$ cat config.mk
export PLATFORM = sky130hd
export DESIGN_NAME = sorted_table_binary_search
export DESIGN_NICKNAME = d
export VERILOG_FILES = /design/src/rtl/stbs_pkg.sv /design/src/rtl/stbs_table_mem.sv /design/src/rtl/stbs_search_ctrl.sv /design/src/rtl/sorted_table_binary_search.sv
export SDC_FILE = /design/constraint.sdc
export NUM_CORES = 2
export LEC_CHECK = 0
export BUFFER_PORTS_ARGS = -buffer_cell sky130_fd_sc_hd__buf_2
export CAP_MARGIN = 10
export CELL_PAD_IN_SITES_DETAIL_PLACEMENT = 1
export CELL_PAD_IN_SITES_GLOBAL_PLACEMENT = 1
export CORE_MARGIN = 10
export CORE_UTILIZATION = 45
export DETAILED_ROUTE_END_ITERATION = 8
export PLACE_DENSITY_LB_ADDON = 0.25
export SLEW_MARGIN = 5
export SYNTH_ARGS = -nofsm -noshare
export SYNTH_HDL_FRONTEND = slang
export SYNTH_SLANG_ARGS = --single-unit
$ cat constraint.sdc
create_clock -name clk -period 5.4 [get_ports clk]
set_input_delay 1.35 -clock clk [delete_from_list [all_inputs] [get_ports clk]]
set_output_delay 1.35 -clock clk [all_outputs]
set_load 0.01 [all_outputs]
$ cat src/rtl/stbs_pkg.sv
// ============================================================================
// stbs_pkg
// Shared types and constants for the sorted table binary search block.
// ============================================================================
`default_nettype none

package stbs_pkg;

    localparam int TABLE_DEPTH_DEF = 64;

    localparam int LEN_W   = 7;
    localparam int INDEX_W = 6;
    localparam int DATA_W  = 32;

    localparam logic KIND_WRITE  = 1'b0;
    localparam logic KIND_SEARCH = 1'b1;

    typedef struct packed {
        logic                      kind;
        logic [INDEX_W-1:0]        entry_index;
        logic signed [DATA_W-1:0]  entry_value;
        logic signed [DATA_W-1:0]  search_key;
    } in_item_t;

    typedef struct packed {
        logic               found;
        logic [INDEX_W-1:0] position;
    } out_item_t;

endpackage

`default_nettype wire

$ cat src/rtl/stbs_table_mem.sv
// ============================================================================
// stbs_table_mem
// Table storage: one write port, one read port, registered read data.
// ============================================================================
`default_nettype none

module stbs_table_mem #(
    parameter int TABLE_DEPTH = stbs_pkg::TABLE_DEPTH_DEF,
    parameter int AW          = $clog2(TABLE_DEPTH)
) (
    input  wire                             clk,
    input  wire                             wr_en,
    input  wire  [AW-1:0]                   wr_addr,
    input  wire  signed [stbs_pkg::DATA_W-1:0] wr_data,
    input  wire                             rd_en,
    input  wire  [AW-1:0]                   rd_addr,
    output logic signed [stbs_pkg::DATA_W-1:0] rd_data
);

    logic signed [stbs_pkg::DATA_W-1:0] mem [TABLE_DEPTH];
    logic signed [stbs_pkg::DATA_W-1:0] rd_data_reg;

    always_ff @(posedge clk)
    begin
        if (wr_en)
        begin
            mem[wr_addr] <= wr_data;
        end
    end

    always_ff @(posedge clk)
    begin
        if (rd_en)
        begin
            rd_data_reg <= mem[rd_addr];
        end
    end

    assign rd_data = rd_data_reg;

endmodule

`default_nettype wire

$ cat src/rtl/stbs_search_ctrl.sv
// ============================================================================
// stbs_search_ctrl
// Input decode and binary search sequencer driving the table memory.
// ============================================================================
`default_nettype none

module stbs_search_ctrl #(
    parameter int TABLE_DEPTH = stbs_pkg::TABLE_DEPTH_DEF,
    parameter int AW          = $clog2(TABLE_DEPTH)
) (
    input  wire                              clk,
    input  wire                              rst_n,
    input  wire                              in_valid,
    output logic                             in_ready,
    input  wire  stbs_pkg::in_item_t         in_item,
    input  wire  [stbs_pkg::LEN_W-1:0]       table_length,
    output logic                             mem_wr_en,
    output logic [AW-1:0]                    mem_wr_addr,
    output logic signed [stbs_pkg::DATA_W-1:0] mem_wr_data,
    output logic                             mem_rd_en,
    output logic [AW-1:0]                    mem_rd_addr,
    input  wire  signed [stbs_pkg::DATA_W-1:0] mem_rd_data,
    output logic                             res_valid,
    output stbs_pkg::out_item_t              res_item,
    input  wire                              res_free
);

    // bounds run over 0..len, hp1 is high + 1
    localparam int CW = $clog2(TABLE_DEPTH + 1);

    localparam logic [1:0] ST_IDLE  = 2'd0;
    localparam logic [1:0] ST_PROBE = 2'd1;
    localparam logic [1:0] ST_CMP   = 2'd2;
    localparam logic [1:0] ST_DONE  = 2'd3;

    logic [1:0]                         state_reg,  state_next;
    logic [CW-1:0]                      low_reg,    low_next;
    logic [CW-1:0]                      hp1_reg,    hp1_next;
    logic [AW-1:0]                      mid_reg,    mid_next;
    logic signed [stbs_pkg::DATA_W-1:0] key_reg,    key_next;
    logic                               found_reg,  found_next;
    logic [stbs_pkg::INDEX_W-1:0]       pos_reg,    pos_next;

    logic          accept;
    logic [CW-1:0] len_capped;
    logic [CW:0]   mid_sum;
    logic [AW-1:0] mid_calc;

    assign accept   = in_valid && in_ready;
    assign in_ready = (state_reg == ST_IDLE);

    always_comb
    begin
        if (int'(table_length) > TABLE_DEPTH)
        begin
            len_capped = CW'(TABLE_DEPTH);
        end
        else
        begin
            len_capped = CW'(table_length);
        end
    end

    // floor((low + high) / 2) with high = hp1 - 1; only used while low < hp1
    assign mid_sum  = {1'b0, low_reg} + {1'b0, hp1_reg} - (CW+1)'(1);
    assign mid_calc = AW'(mid_sum >> 1);

    assign mem_wr_en   = accept && (in_item.kind == stbs_pkg::KIND_WRITE)
                         && (int'(in_item.entry_index) < TABLE_DEPTH);
    assign mem_wr_addr = AW'(in_item.entry_index);
    assign mem_wr_data = in_item.entry_value;

    assign mem_rd_en   = (state_reg == ST_PROBE) && (low_reg < hp1_reg);
    assign mem_rd_addr = mid_calc;

    assign res_valid         = (state_reg == ST_DONE);
    assign res_item.found    = found_reg;
    assign res_item.position = pos_reg;

    always_comb
    begin
        state_next = state_reg;
        low_next   = low_reg;
        hp1_next   = hp1_reg;
        mid_next   = mid_reg;
        key_next   = key_reg;
        found_next = found_reg;
        pos_next   = pos_reg;
        unique case (state_reg)
            ST_IDLE:
            begin
                if (accept && (in_item.kind == stbs_pkg::KIND_SEARCH))
                begin
                    key_next   = in_item.search_key;
                    low_next   = '0;
                    hp1_next   = len_capped;
                    found_next = 1'b0;
                    pos_next   = '0;
                    state_next = ST_PROBE;
                end
            end
            ST_PROBE:
            begin
                if (low_reg < hp1_reg)
                begin
                    mid_next   = mid_calc;
                    state_next = ST_CMP;
                end
                else
                begin
                    state_next = ST_DONE;
                end
            end
            ST_CMP:
            begin
                if (key_reg > mem_rd_data)
                begin
                    low_next   = CW'(mid_reg) + CW'(1);
                    state_next = ST_PROBE;
                end
                else if (key_reg < mem_rd_data)
                begin
                    hp1_next   = CW'(mid_reg);
                    state_next = ST_PROBE;
                end
                else
                begin
                    found_next = 1'b1;
                    pos_next   = stbs_pkg::INDEX_W'(mid_reg);
                    state_next = ST_DONE;
                end
            end
            ST_DONE:
            begin
                if (res_free)
                begin
                    state_next = ST_IDLE;
                end
            end
            default:
            begin
                state_next = ST_IDLE;
            end
        endcase
    end

    always_ff @(posedge clk or negedge rst_n)
    begin
        if (!rst_n)
        begin
            state_reg <= ST_IDLE;
        end
        else
        begin
            state_reg <= state_next;
        end
    end

    always_ff @(posedge clk)
    begin
        low_reg   <= low_next;
        hp1_reg   <= hp1_next;
        mid_reg   <= mid_next;
        key_reg   <= key_next;
        found_reg <= found_next;
        pos_reg   <= pos_next;
    end

`ifndef SYNTHESIS
    a_read_then_compare: assert property (@(posedge clk) disable iff (!rst_n)
        mem_rd_en |=> (state_reg == ST_CMP))
        else $error("table read not followed by compare");

    a_bounds_ordered: assert property (@(posedge clk) disable iff (!rst_n)
        (state_reg == ST_PROBE || state_reg == ST_CMP) |-> (low_reg <= hp1_reg))
        else $error("search bounds crossed past each other");

    a_write_only_on_accept: assert property (@(posedge clk) disable iff (!rst_n)
        mem_wr_en |-> (in_valid && state_reg == ST_IDLE))
        else $error("table written without an accepted transaction");

    a_notfound_pos_zero: assert property (@(posedge clk) disable iff (!rst_n)
        (res_valid && !res_item.found) |-> (res_item.position == '0))
        else $error("not-found result carries a nonzero position");
`endif

endmodule

`default_nettype wire

$ cat src/rtl/sorted_table_binary_search.sv
// ============================================================================
// sorted_table_binary_search
// Binary search over a loaded table of signed 32-bit entries.
// ============================================================================
// Usage:
//   in channel (in_valid/in_ready/in_item): kind selects a table write or a
//   search. A write stores entry_value at entry_index and gives
//   no result; indexes at or above TABLE_DEPTH are dropped. A search looks
//   for search_key over the first table_length entries (capped at
//   TABLE_DEPTH) and returns one transaction on the out channel with found
//   and position (0 when not found).
//   cfg_we/cfg_wdata write table_length; write it only while idle.
//   Each probe is a memory read then a compare; a search makes P
//   probes (P <= clog2(len)+1, 7 for 64 entries) and ends from a compare on a
//   hit or from a further probe step on a miss; the next transaction is taken
//   once the result is handed off. Writes go back to back, one per cycle,
//   while no search is in progress.
//   The result sits in an output register; the sequencer keeps accepting
//   transactions while it waits, and only holds a finished search if a
//   previous result is still not taken.
//   Reset clears table_length and all control state; table contents are
//   undefined until written.
// ============================================================================
`default_nettype none

module sorted_table_binary_search #(
    parameter int TABLE_DEPTH = stbs_pkg::TABLE_DEPTH_DEF
) (
    input  wire                          clk,
    input  wire                          rst_n,
    input  wire                          in_valid,
    output logic                         in_ready,
    input  wire  stbs_pkg::in_item_t     in_item,
    output logic                         out_valid,
    input  wire                          out_ready,
    output stbs_pkg::out_item_t          out_item,
    input  wire                          cfg_we,
    input  wire  [stbs_pkg::LEN_W-1:0]   cfg_wdata
);

    localparam int AW = $clog2(TABLE_DEPTH);

    logic [stbs_pkg::LEN_W-1:0]         table_length_reg;
    logic                               out_valid_reg, out_valid_next;
    stbs_pkg::out_item_t                out_item_reg;

    logic                               mem_wr_en;
    logic [AW-1:0]                      mem_wr_addr;
    logic signed [stbs_pkg::DATA_W-1:0] mem_wr_data;
    logic                               mem_rd_en;
    logic [AW-1:0]                      mem_rd_addr;
    logic signed [stbs_pkg::DATA_W-1:0] mem_rd_data;
    logic                               res_valid;
    stbs_pkg::out_item_t                res_item;
    logic                               res_free;

    assign res_free = !out_valid_reg || out_ready;

    stbs_search_ctrl #(
        .TABLE_DEPTH (TABLE_DEPTH),
        .AW          (AW)
    ) u_ctrl (
        .clk          (clk),
        .rst_n        (rst_n),
        .in_valid     (in_valid),
        .in_ready     (in_ready),
        .in_item      (in_item),
        .table_length (table_length_reg),
        .mem_wr_en    (mem_wr_en),
        .mem_wr_addr  (mem_wr_addr),
        .mem_wr_data  (mem_wr_data),
        .mem_rd_en    (mem_rd_en),
        .mem_rd_addr  (mem_rd_addr),
        .mem_rd_data  (mem_rd_data),
        .res_valid    (res_valid),
        .res_item     (res_item),
        .res_free     (res_free)
    );

    stbs_table_mem #(
        .TABLE_DEPTH (TABLE_DEPTH),
        .AW          (AW)
    ) u_mem (
        .clk     (clk),
        .wr_en   (mem_wr_en),
        .wr_addr (mem_wr_addr),
        .wr_data (mem_wr_data),
        .rd_en   (mem_rd_en),
        .rd_addr (mem_rd_addr),
        .rd_data (mem_rd_data)
    );

    always_comb
    begin
        out_valid_next = out_valid_reg;
        if (res_valid && res_free)
        begin
            out_valid_next = 1'b1;
        end
        else if (out_ready)
        begin
            out_valid_next = 1'b0;
        end
    end

    always_ff @(posedge clk or negedge rst_n)
    begin
        if (!rst_n)
        begin
            table_length_reg <= '0;
            out_valid_reg    <= 1'b0;
        end
        else
        begin
            if (cfg_we)
            begin
                table_length_reg <= cfg_wdata;
            end
            out_valid_reg <= out_valid_next;
        end
    end

    always_ff @(posedge clk)
    begin
        if (res_valid && res_free)
        begin
            out_item_reg <= res_item;
        end
    end

    assign out_valid = out_valid_reg;
    assign out_item  = out_item_reg;

`ifndef SYNTHESIS
    a_result_loaded: assert property (@(posedge clk) disable iff (!rst_n)
        (res_valid && res_free) |=> (out_valid && out_item == $past(res_item)))
        else $error("finished search not loaded into output register");

    a_no_overwrite: assert property (@(posedge clk) disable iff (!rst_n)
        (out_valid && !out_ready) |=> $stable(out_item))
        else $error("pending result overwritten");

    a_busy_while_done: assert property (@(posedge clk) disable iff (!rst_n)
        res_valid |-> !in_ready)
        else $error("new transaction accepted before search result handed off");
`endif

endmodule

`default_nettype wire

==> out/metrics.yaml <==
cts:
  insertion_delay_ns: 0.87
  htree_levels: 4
  root_buffer: "clkbuf_16"
  max-clock-path-buffers: 3
  cts-buffers-inserted: 217
  cts_tree: "yes"
  clk_pin_slew_ns: 0.06
  post_cts_resized: 0
  postCtsSetupBuffers: 0
  postCtsHoldBufs: 0
  cts_num_sinks: 2156
sta:
  rsz0062_at_grt: "false"
  setup_tns_ns: 0
  hold_viol: 0
  worst_pin_slew_ns: 1.27
  final_max_slew_viol_count: 0
  skew_ns: 0.0447
  fin_crit_ns: 4.81
  hold_ws_ns: 0.341
  finalCritPeriodShare_pct: 89.0
  slew-limit-headroom_pct: 15.6
  setup_violations: 0
  fmax_mhz: 208
setup_path:
  crit_cells: 11
  worstReg2RegEnd: "u_mem.rd_data[21]$_DFFE_PP_"
  cpPeakStageDelay_ns: 1.06
  crit_buf_inv: 4
  crit_path_end_kind: "flop"
  setup.worst_path.end: "u_mem.rd_data[21]$_DFFE_PP_"
  r2r_slack_ns: 0.59
  path_cells: "inv_1, ha_1, inv_1, ha_4, fa_4, buf_12, buf_12, mux4_2, mux4_2, a22oi_1, nand2_1"
  crit_start: "u_ctrl.low_reg[1]$_SDFFCE_PN0P_"
  crit_type: "flop to flop"
  crit_path_top_delay_cell: "fa_4"
  r2r-start: "u_ctrl.low_reg[1]$_SDFFCE_PN0P_"
  startpoint_type: "flop"
  ff2ff_path_depth: 11
  worstPathMaxFanout: 61
  cp.arrival_ns: 5.38
  crit_family: "adder cells"
  required_ns: 5.97
routing:
  routedWlPerCell_um: 34.9
  antenna_left: 0
  first_pass_iters: 6
  drc: 0
  drt_iter0_markers: 4836
  via_count: 38488
  via_per_inst: 6.11
  wirelength_um: 220000
global_routing:
  antenna_found_initial: 19
  grt_usage_pct: 22.0
  grt_first_pass_wirelength_um: 312000
  grt_max_degree: 86
  grt_pass1_vias: 40257
  grt.overflow.total: 0
logic_synthesis:
  netlist_area_mm2: 0.0826
  syn_avg_cell_area_um2: 24.3
  ys_types: 43
  ys_seq_area_share_pct: 78.4
  syn_inst: 3398
  synth.net_count: 3531
  ys.warnings.count: 0
  yosys.area.top_type: "edfxtp_1"
  ys_top_cells_by_area: "edfxtp_1 78%, mux4_2 17%, ha_1 0.74%"
  yosysTopAreaCellShare_pct: 78.1
  ys_ff_latch: 2156
job:
  drv_cap: 0
die:
  rows: 157
  initial_core_util_pct: 45.2
  die_w_um: 448
  fp.coreArea_mm2: 0.183
  die_area_mm2: 0.201
  io-pin-count: 92
  die_h_um: 448
placement:
  dp_cells: 5883
  place.gp.congestion: 0.752
  detailed_place.area_mm2: 0.0876
  port_buffers: 91
  dp_hpwl_um: 123000
finish:
  fillerInstances: 15529
  area_growth_syn_to_layout_pct: 14.8
  post-route-cell-area_mm2: 0.0948
  drive_above_1_share_pct: 33.3
  largest_reg_flops: 2048
  stdcell_count: 6299
  nNetsFinal: 3856
hold_path:
  hp-class: "primary input to asynchronous set/reset pin"
outcome:
  status: "complete, no violations"
per-layer routing:
metal  GRT usage, %  routed length (µm)  up-vias
li1               -                   -    15274
met1           30.8               89200    21071
met4           6.34                6280        6
met3           4.02               16100      393
met5              0                  46        -
met2           35.6              108000     1744
layout by cell type, fill, tap and decap left out, types with 3 or more instances in the layout:
cell type / synthesis / final
buf_12: 0 / 53
xnor2_1: 8 / 6
buf_2: 42 / 91
bufinv_16: 0 / 16
nand2b_1: 3 / 3
inv_16: 0 / 4
nor4_1: 3 / 3
mux2_2: 7 / 7
o21ai_0: 7 / 7
buf_4: 24 / 126
clkinv_2: 0 / 39
a221o_1: 3 / 3
dfrtp_1: 10 / 10
clkinvlp_4: 0 / 14
a21o_1: 7 / 7
diode_2: 0 / 4
nor2b_1: 5 / 3
clkinv_4: 0 / 4
nand3b_1: 3 / 3
edfxtp_1: 2146 / 2146
clkbuf_1: 80 / 44
and2_1: 7 / 6
nand2_1: 61 / 61
nand4_1: 7 / 7
a21oi_1: 21 / 21
inv_1: 62 / 61
a22oi_1: 64 / 64
clkinv_1: 0 / 55
nor2_4: 0 / 65
nor2_1: 84 / 19
clkbuf_16: 0 / 220
clkinv_16: 0 / 6
nand3_1: 11 / 11
mux4_2: 640 / 640
ha_1: 49 / 48
nor3_1: 6 / 6
cells by family after synthesis:
logic type | share of synthesized area [%]
AND/OR/NAND/NOR | 1.05
AO/OA/AOI/OAI | 0.929
buffers and inverters | 1.24
multiplexers | 17.6
XOR/XNOR | 0.106
flip-flops | 78.4
adder cells (fa/ha/maj) | 0.767
cell type report:
| class | instances | area (µm²) | share of cell area, % |
|---|---|---|---|
| Inverter | 63 | 236 | 0.250 |
| Sequential cell | 2156 | 64700 | 68.3 |
| Clock inverter | 142 | 1330 | 1.41 |
| Multi-Input combinational cell | 1015 | 17400 | 18.3 |
| Antenna cell | 4 | 10.0 | 0.0106 |
| Tap cell | 2385 | 2980 | 3.15 |
| Timing Repair Buffer | 270 | 2460 | 2.60 |
| Clock buffer | 264 | 5670 | 5.98 |
cells in the mapped netlist:
cell type and number:
a21oi_1 21, or2_2 1, xor2_1 2, buf_4 24, nand2b_1 3, a21o_1 7
buf_1 14, a31oi_1 1, o21a_1 1, buf_6 4, dfrtp_1 10, inv_1 62
or4_1 1, nand4_1 7, clkbuf_1 80, and3_1 2, nor2b_1 5, nand3_1 11
xnor2_1 8, or3b_2 1, o31ai_1 1, and2_1 7, a221o_1 3, or3_1 2
buf_2 42, nor3b_1 1, nand2_1 61, a211o_1 1, fa_1 1, o221ai_1 1
a221oi_1 2, mux2_2 7, edfxtp_1 2146, ha_1 49, nor4_1 3, nand3b_1 3
nor2_1 84, nor3_1 6, a22oi_1 64, inv_2 1, o211ai_1 1, mux4_2 640
o21ai_0 7
worst min-delay path by stage:
stage / endpoint / slack [ns] / depth (start not counted)
6_report: table_length_reg[3]$_DFFE_PN0P_ / 0.34 / 1
5_1_grt: table_length_reg[1]$_DFFE_PN0P_ / 0.32 / 1
4_1_cts: table_length_reg[5]$_DFFE_PN0P_ / 0.28 / 1
3_5_place_dp: out_item[4]$_DFFE_PP_ / 0.41 / 0
3_3_place_gp: out_item[5]$_DFFE_PP_ / 0.40 / 0
2_1_floorplan: out_item[0]$_DFFE_PP_ / 0.40 / 0
stage by stage:
step	util (%)	setup WS (ns)
2_1_floorplan	-	1.42
5_1_grt	51.9	0.348
3_5_place_dp	48.0	0.595
6_report	51.9	0.592
4_1_cts	51.8	0.569
3_3_place_gp	48.0	0.620
Power is left out: the tool's default activity adds up to more than one toggle a clock period on the data nets, which glitch-free logic cannot reach.
